[src/rtl/wrps_pkg.sv]
// Shared types, constants and command structures of the peer selector.
package wrps_pkg;

    // Default size of the weight table.
    localparam int MAX_PEERS_DEF = 64;

    // Field widths.
    localparam int PEER_W   = 6;
    localparam int WEIGHT_W = 16;
    localparam int DRAW_W   = 16;
    localparam int COUNT_W  = 7;
    localparam int CFG_AW   = 1;
    localparam int CFG_DW   = 7;

    // Stream packing widths.
    localparam int S_TDATA_W = 40;
    localparam int M_TDATA_W = 8;

    // Q8.8 value of 1.0, the reset weight of every peer.
    localparam logic [WEIGHT_W-1:0] WEIGHT_ONE = 16'd256;

    // Register reset values.
    localparam logic [COUNT_W-1:0] PEER_COUNT_RST = 7'd2;
    localparam logic [PEER_W-1:0]  OWN_RANK_RST   = 6'd0;

    // Configuration register indexes.
    localparam logic [CFG_AW-1:0] CFG_PEER_COUNT = 1'b0;
    localparam logic [CFG_AW-1:0] CFG_OWN_RANK   = 1'b1;

    // Request kinds carried in tuser.
    localparam logic KIND_UPDATE = 1'b0;
    localparam logic KIND_PICK   = 1'b1;

    // Commands from the controller to the datapath.
    typedef struct packed {
        logic start;      // latch draw, restart the table walk
        logic write;      // store the weight of an update request
        logic issue;      // read the next table entry
        logic accumulate; // add returned entries to the running sum
        logic scan;       // compare the running sum with the threshold
        logic mul;        // form the threshold, restart the table walk
        logic load;       // move the result into the output register
    } wrps_cmd_t;

    // Status from the datapath to the controller.
    typedef struct packed {
        logic issue_done; // every active entry has been read
        logic rd_pend;    // a read is still returning data
        logic acc_zero;   // the running sum is zero
        logic hit;        // the scan has found a peer
        logic out_free;   // the output register can take a result
    } wrps_stat_t;

endpackage

[src/rtl/wrps_ram.sv]
// Generic simple dual-port RAM with a registered read port.
module wrps_ram
    import wrps_pkg::*;
#(
    parameter int WIDTH = WEIGHT_W,
    parameter int DEPTH = MAX_PEERS_DEF
)
(
    input  logic                     clk,
    input  logic                     we,
    input  logic [$clog2(DEPTH)-1:0] waddr,
    input  logic [WIDTH-1:0]         wdata,
    input  logic                     re,
    input  logic [$clog2(DEPTH)-1:0] raddr,
    output logic [WIDTH-1:0]         rdata
);

    logic [WIDTH-1:0] mem_reg [DEPTH];
    logic [WIDTH-1:0] rdata_reg;

    // Write port and registered read port.
    always_ff @(posedge clk)
    begin
        if (we)
        begin
            mem_reg[waddr] <= wdata;
        end
        if (re)
        begin
            rdata_reg <= mem_reg[raddr];
        end
    end

    assign rdata = rdata_reg;

endmodule

[src/rtl/wrps_ctrl.sv]
// Controller of the peer selector: sequences the sum pass, threshold and scan pass.
module wrps_ctrl
    import wrps_pkg::*;
(
    input  logic       clk,
    input  logic       rst_n,
    input  logic       s_tvalid,
    input  logic       kind,
    input  wrps_stat_t stat,
    output logic       s_tready,
    output wrps_cmd_t  cmd
);

    typedef enum logic [2:0] {
        ST_IDLE,
        ST_SUM,
        ST_MUL,
        ST_SCAN,
        ST_HOLD
    } state_t;

    state_t state_reg;
    state_t state_next;

    // State register.
    always_ff @(posedge clk or negedge rst_n)
    begin
        if (!rst_n)
        begin
            state_reg <= ST_IDLE;
        end
        else
        begin
            state_reg <= state_next;
        end
    end

    // Next state and commands.
    always_comb
    begin
        state_next = state_reg;
        cmd        = '0;
        s_tready   = 1'b0;
        unique case (state_reg)
            ST_IDLE:
            begin
                s_tready = 1'b1;
                if (s_tvalid)
                begin
                    if (kind == KIND_PICK)
                    begin
                        cmd.start  = 1'b1;
                        state_next = ST_SUM;
                    end
                    else
                    begin
                        cmd.write = 1'b1;
                    end
                end
            end
            ST_SUM:
            begin
                cmd.issue      = !stat.issue_done;
                cmd.accumulate = 1'b1;
                if (stat.issue_done && !stat.rd_pend)
                begin
                    state_next = ST_MUL;
                end
            end
            ST_MUL:
            begin
                cmd.mul    = 1'b1;
                state_next = stat.acc_zero ? ST_HOLD : ST_SCAN;
            end
            ST_SCAN:
            begin
                cmd.issue      = !stat.issue_done && !stat.hit;
                cmd.accumulate = 1'b1;
                cmd.scan       = 1'b1;
                if (stat.hit || (stat.issue_done && !stat.rd_pend))
                begin
                    state_next = ST_HOLD;
                end
            end
            ST_HOLD:
            begin
                if (stat.out_free)
                begin
                    cmd.load   = 1'b1;
                    state_next = ST_IDLE;
                end
            end
            default:
            begin
                state_next = ST_IDLE;
            end
        endcase
    end

endmodule

[src/rtl/wrps_dp.sv]
// Datapath of the peer selector: weight table, table walk, threshold and output register.
module wrps_dp
    import wrps_pkg::*;
#(
    parameter int MAX_PEERS = MAX_PEERS_DEF
)
(
    input  logic                clk,
    input  logic                rst_n,
    input  wrps_cmd_t           cmd,
    output wrps_stat_t          stat,
    input  logic                cfg_we,
    input  logic [CFG_AW-1:0]   cfg_addr,
    input  logic [CFG_DW-1:0]   cfg_data,
    input  logic [PEER_W-1:0]   in_peer,
    input  logic [WEIGHT_W-1:0] in_weight,
    input  logic [DRAW_W-1:0]   in_draw,
    input  logic                m_tready,
    output logic                out_valid,
    output logic [PEER_W-1:0]   chosen_peer,
    output logic                found
);

    // Only indices below 128 can ever be active, as the count register has seven bits.
    localparam int DEPTH = (MAX_PEERS < 128) ? MAX_PEERS : 128;
    localparam int AW    = $clog2(DEPTH);
    localparam int CW    = $clog2(DEPTH + 1);
    localparam int TW    = WEIGHT_W + AW;

    logic [COUNT_W-1:0]  peer_count_reg;
    logic [PEER_W-1:0]   own_rank_reg;
    logic [CW-1:0]       active_n;

    logic [DEPTH-1:0]    valid_reg;
    logic                valid_rd_reg;
    logic [WEIGHT_W-1:0] ram_q;
    logic [WEIGHT_W-1:0] entry_w;
    logic                wr_en;

    logic [CW-1:0]       issue_cnt_reg;
    logic                rd_pend_reg;
    logic [AW-1:0]       rd_idx_reg;
    logic [TW-1:0]       acc_reg;
    logic [TW-1:0]       acc_sum;
    logic                take;
    logic [DRAW_W-1:0]   draw_reg;
    logic [TW-1:0]       thr_reg;
    logic [TW+DRAW_W-1:0] prod;
    logic                hit_reg;
    logic [AW-1:0]       hit_idx_reg;

    logic                out_valid_reg;
    logic [PEER_W-1:0]   chosen_reg;
    logic                found_reg;

    // Configuration registers.
    always_ff @(posedge clk or negedge rst_n)
    begin
        if (!rst_n)
        begin
            peer_count_reg <= PEER_COUNT_RST;
            own_rank_reg   <= OWN_RANK_RST;
        end
        else if (cfg_we)
        begin
            unique case (cfg_addr)
                CFG_PEER_COUNT: peer_count_reg <= cfg_data;
                CFG_OWN_RANK:   own_rank_reg   <= cfg_data[PEER_W-1:0];
                default:        ;
            endcase
        end
    end

    // Effective peer count, limited by the table size.
    assign active_n = ({1'b0, peer_count_reg} > 8'(DEPTH)) ? CW'(DEPTH) : CW'(peer_count_reg);

    // An update at or beyond the active count is dropped.
    assign wr_en = cmd.write && ({2'b00, in_peer} < 8'(active_n));

    // Weight table.
    wrps_ram #(
        .WIDTH (WEIGHT_W),
        .DEPTH (DEPTH)
    ) u_ram (
        .clk   (clk),
        .we    (wr_en),
        .waddr (AW'(in_peer)),
        .wdata (in_weight),
        .re    (cmd.issue),
        .raddr (issue_cnt_reg[AW-1:0]),
        .rdata (ram_q)
    );

    // Written marks: an entry never written reads as 1.0.
    always_ff @(posedge clk or negedge rst_n)
    begin
        if (!rst_n)
        begin
            valid_reg <= '0;
        end
        else if (wr_en)
        begin
            valid_reg[AW'(in_peer)] <= 1'b1;
        end
    end

    assign entry_w = valid_rd_reg ? ram_q : WEIGHT_ONE;
    assign acc_sum = acc_reg + TW'(entry_w);

    // Returned entry takes part unless it is the own rank.
    assign take = rd_pend_reg && cmd.accumulate && !hit_reg
                  && (8'(rd_idx_reg) != {2'b00, own_rank_reg});

    assign prod = (TW+DRAW_W)'(draw_reg) * (TW+DRAW_W)'(acc_reg);

    // Table walk control: read counter, read pipeline, running sum and hit flag.
    always_ff @(posedge clk or negedge rst_n)
    begin
        if (!rst_n)
        begin
            issue_cnt_reg <= '0;
            rd_pend_reg   <= 1'b0;
            acc_reg       <= '0;
            hit_reg       <= 1'b0;
        end
        else if (cmd.start || cmd.mul)
        begin
            issue_cnt_reg <= '0;
            rd_pend_reg   <= 1'b0;
            acc_reg       <= '0;
            hit_reg       <= 1'b0;
        end
        else
        begin
            rd_pend_reg <= cmd.issue;
            if (cmd.issue)
            begin
                issue_cnt_reg <= issue_cnt_reg + CW'(1);
            end
            if (take)
            begin
                acc_reg <= acc_sum;
                if (cmd.scan && (acc_sum > thr_reg))
                begin
                    hit_reg <= 1'b1;
                end
            end
        end
    end

    // Payload registers of the walk.
    always_ff @(posedge clk)
    begin
        if (cmd.issue)
        begin
            rd_idx_reg   <= issue_cnt_reg[AW-1:0];
            valid_rd_reg <= valid_reg[issue_cnt_reg[AW-1:0]];
        end
        if (cmd.start)
        begin
            draw_reg <= in_draw;
        end
        if (cmd.mul)
        begin
            thr_reg <= prod[TW+DRAW_W-1:DRAW_W];
        end
        if (take && cmd.scan && (acc_sum > thr_reg))
        begin
            hit_idx_reg <= rd_idx_reg;
        end
    end

    // Output register: holds a result until the consumer takes it.
    always_ff @(posedge clk or negedge rst_n)
    begin
        if (!rst_n)
        begin
            out_valid_reg <= 1'b0;
        end
        else if (cmd.load)
        begin
            out_valid_reg <= 1'b1;
        end
        else if (m_tready)
        begin
            out_valid_reg <= 1'b0;
        end
    end

    always_ff @(posedge clk)
    begin
        if (cmd.load)
        begin
            chosen_reg <= hit_reg ? PEER_W'(hit_idx_reg) : '0;
            found_reg  <= hit_reg;
        end
    end

    // Status to the controller.
    assign stat.issue_done = (issue_cnt_reg == active_n);
    assign stat.rd_pend    = rd_pend_reg;
    assign stat.acc_zero   = (acc_reg == '0);
    assign stat.hit        = hit_reg;
    assign stat.out_free   = !out_valid_reg || m_tready;

    assign out_valid   = out_valid_reg;
    assign chosen_peer = chosen_reg;
    assign found       = found_reg;

endmodule

[src/rtl/weighted_random_peer_select.sv]
// Top level of the weighted random peer selector.
//
// Channel  Direction  Handshake          Contents
// s_*      in         s_tvalid/s_tready  update or pick request
// m_*      out        m_tvalid/m_tready  selected peer and found flag
// cfg_*    in         cfg_we             peer_count, own_rank
//
// An update request leaves the block ready for the next request. A pick request
// walks the n active table entries twice through the single read port of the
// weight table, once to sum and once to find the prefix, and takes no new
// request until its result is loaded. A finished result waits in the output
// register while the next request is accepted. Reset sets every weight to 1.0,
// the count to two and the own rank to zero, and the block is ready at once.
module weighted_random_peer_select
    import wrps_pkg::*;
#(
    parameter int MAX_PEERS = MAX_PEERS_DEF
)
(
    input  logic                 clk,
    input  logic                 rst_n,
    input  logic                 s_tvalid,
    output logic                 s_tready,
    input  logic [S_TDATA_W-1:0] s_tdata,  // peer[5:0], weight[21:6], draw[37:22], zero pad
    input  logic                 s_tuser,  // kind
    output logic                 m_tvalid,
    input  logic                 m_tready,
    output logic [M_TDATA_W-1:0] m_tdata,  // chosen_peer[5:0], zero pad
    output logic                 m_tuser,  // found
    input  logic                 cfg_we,
    input  logic [CFG_AW-1:0]    cfg_addr,
    input  logic [CFG_DW-1:0]    cfg_data
);

    wrps_cmd_t         cmd;
    wrps_stat_t        stat;
    logic [PEER_W-1:0] chosen_peer;

    // Sequencer.
    wrps_ctrl u_ctrl (
        .clk      (clk),
        .rst_n    (rst_n),
        .s_tvalid (s_tvalid),
        .kind     (s_tuser),
        .stat     (stat),
        .s_tready (s_tready),
        .cmd      (cmd)
    );

    // Weight table and arithmetic.
    wrps_dp #(
        .MAX_PEERS (MAX_PEERS)
    ) u_dp (
        .clk         (clk),
        .rst_n       (rst_n),
        .cmd         (cmd),
        .stat        (stat),
        .cfg_we      (cfg_we),
        .cfg_addr    (cfg_addr),
        .cfg_data    (cfg_data),
        .in_peer     (s_tdata[5:0]),
        .in_weight   (s_tdata[21:6]),
        .in_draw     (s_tdata[37:22]),
        .m_tready    (m_tready),
        .out_valid   (m_tvalid),
        .chosen_peer (chosen_peer),
        .found       (m_tuser)
    );

    assign m_tdata = {2'b00, chosen_peer};

endmodule

[config.mk]
export PLATFORM = sky130hd
export DESIGN_NAME = weighted_random_peer_select
export DESIGN_NICKNAME = d
export VERILOG_FILES = /design/src/rtl/wrps_pkg.sv /design/src/rtl/wrps_ram.sv /design/src/rtl/wrps_ctrl.sv /design/src/rtl/wrps_dp.sv /design/src/rtl/weighted_random_peer_select.sv
export SDC_FILE = /design/constraint.sdc
export NUM_CORES = 2
export LEC_CHECK = 0
export ABC_CLOCK_PERIOD_IN_PS = 18900
export BUFFER_PORTS_ARGS = -buffer_cell sky130_fd_sc_hd__buf_2
export CORE_UTILIZATION = 32
export DETAILED_ROUTE_END_ITERATION = 8
export PLACE_DENSITY = 0.42
export RECOVER_POWER = 25
export SYNTH_ARGS = -nofsm -noshare
export SYNTH_HDL_FRONTEND = slang
export SYNTH_SLANG_ARGS = --single-unit
[constraint.sdc]
create_clock -name clk -period 18.9 [get_ports clk]
set_clock_uncertainty 0.1 [all_clocks]
set_input_delay 0.945 -clock clk [delete_from_list [all_inputs] [get_ports clk]]
set_output_delay 0.945 -clock clk [all_outputs]
set_load 0.05 [all_outputs]
==> out/metrics.cfg <==
[cells_and_area]
syn_to_final_growth_pct = 14.3
final_cell_mix = edfxtp_1 (1098), inv_1 (359), mux4_2 (306)
finalInstanceArea_um2 = 67300
layout-drive-gt1-share_pct = 22.1
layout.nets = 4222
layout_commonest_cell = edfxtp_1
final_cells = 6330
largest_reg_flops = 1024

[drt]
via_count = 30100
wirelength_mm = 159
wire_per_inst_um = 25.1
drt_iter0_drc = 1804
drc = 0
firstDrtPassIters = 5
vias_per_cell = 4.75
ant_nets = 0

[worst_setup_path]
worst_setup_path_start_kind = flip-flop
critical_path_arrival_ps = 7680
required_ps = 19260
cp_max_fo = 22
path_buf_inv = 3
end_kind = flip-flop
slowest_delay_ps = 1010
crit_path_cell_trace = nand2_1 > fa_1 > inv_1 > fa_1 > fa_1 > inv_1 > fa_1 > fa_1 > fa_1 > inv_1 > ha_1 > nand2_1 > o31ai_1 > nand4b_1 > o22ai_1 > o22ai_2 > o21ai_2 > a211oi_2 > o31ai_1 > a21oi_1 > xnor2_1
cpMostUsedCell = fa_1
crit_type = reg2reg
critical-path-top-delay-family = adder cells
cp_slowest_cell = edfxtp_1

[yosys]
synth_edf_count = 1098
avgSynthCellArea_um2 = 16.5
yosysTopAreaCellShare_pct = 56.0
ys_seq_area_share_pct = 60.7
syn_area_um2 = 58900
netlist_instances = 3569
synth-seq-cells = 1210
synth_top_cell_by_area = edfxtp_1
yosys_warnings = 0
async_reset_ff_share_pct = 9.26
ys.flop_type = edfxtp_1
synth.area.top_cells = edfxtp_1 (56%), mux4_2 (12%), fa_1 (9.4%)
ys_types = 70

[clock_tree]
post_cts_buffers = 0
cts.sink_count = 1210
cts-resized-gates = 0
holdBufCountCts = 0
clockRootBuffer = clkbuf_16
insertion_delay_ps = 770
numCtsBuffers = 141
cts_buffer_depth = 3
cts_tree = done
htreeDepth = 4
path_clk_slew_ps = 60

[timing]
clock.fmax_mhz = 137
finalSetupViolations = 0
period_needed_ps = 7310
worst_pin_slew_ps = 4700
slew_violations = 871
finalCritPeriodShare_pct = 38.7
rsz0062_at_grt = false
relSlewSlack_pct = -213
hold_viol_final = 0
tns_ps = 0

[floorplan]
initial_core_util_pct = 32.2
die_h_um = 431
rows = 157
io_pins = 65
die_w_um = 431
design.core.area_um2 = 183000
die_area_um2 = 186000

[outcome]
status = finished with violations
violations = max-capacitance violations, max-slew violations

[flow_run]
drv_cap = 16

[placement]
hpwlAfterDp_mm = 99.5
numPortBuffers = 60
gp_congestion = 0.742
dp_cells = 6060
placed_area_um2 = 62900

[grt]
grt_pass1_wl_mm = 234
first_global_vias = 32800
use_met3_pct = 2.28
grtUsageMet2_pct = 29.8
gr-total-overflow = 0
met1_usage_pct = 23.6
grt_max_degree = 100
antenna_found_initial = 7
grt_most_used_layer = met2
track_usage_pct = 17.4

[hold_path]
hp-class = in2reg

## logic make-up (layout without fill, tap and decap cells)
kind of cell    after synthesis  count (layout)  synth area share [%]
flops                      1210            1210                  60.7
simple gates                734             734                  6.16
buf+inv                     532             819                  3.49
mux                         471             471                  14.5
fa+ha+maj                   429             429                  12.7
compound gates              139             139                  1.65
xor+xnor                     53              53                 0.788
other cells                   1              11               0.00636
## layout make-up
type,instances,area (um2)
fill,17300,116000
sequential,1210,35800
antenna,9,22.5
timing repair buffer,199,1320
clock inverter,63,579
clock buffer,198,3940
inverter,359,1350
multi-input combinational,1828,21300
tap,2464,3080
## synth_stat cells (32+ instances only)
cell      count
clkbuf_1    115
or2_2        66
xnor2_1      39
nand2_1     266
and2_1      169
ha_1        151
buf_2        41
fa_1        278
nand3_1      32
edfxtp_1   1098
inv_1       359
mux2i_1     152
dfrtp_1     111
a21oi_1      36
nor2_1      109
mux4_2      306
## layer usage
layer / part of all wire, % / vias to the layer above
li1: - / 13400
met1: 45 / 16100
met2: 50 / 396
met3: 2.8 / 187
met4: 1.8 / 0
met5: 0 / -
## stage by stage
step | utilization [%] | hold WS (ps) | setup slack (ps)
after detailed placement | 34.4 | 347 | 11560
after CTS | 36.8 | 119 | 11470
after global routing | 36.8 | 201 | 11080
after floorplan | - | 320 | 12490
final | 36.8 | 247 | 11590
after global placement | 34.4 | 347 | 11510
## final timing paths
path                       cells after the start                                end                      startpoint  slack [ps]
max                                           21         u_dp.thr_reg[20]$_DFFE_PN_      u_dp.draw_reg[3]$_DFFE_PP_       11590
min                                            1         u_dp.draw_reg[4]$_DFFE_PP_                     s_tdata[26]         250
max reg2reg                                   21         u_dp.thr_reg[20]$_DFFE_PN_      u_dp.draw_reg[3]$_DFFE_PP_       11590
min reg2reg                                    1     u_dp.valid_reg[36]$_DFFE_PN0P_  u_dp.valid_reg[36]$_DFFE_PN0P_         360
max in group asynchronous                      1  u_dp.issue_cnt_reg[0]$_DFFE_PN0P_                           rst_n       13660
min in group asynchronous                      1   u_dp.own_rank_reg[5]$_DFFE_PN0P_                           rst_n        1750
Power is left out: the tool's default activity adds up to more than one toggle a clock period on the data nets, which glitch-free logic cannot reach.
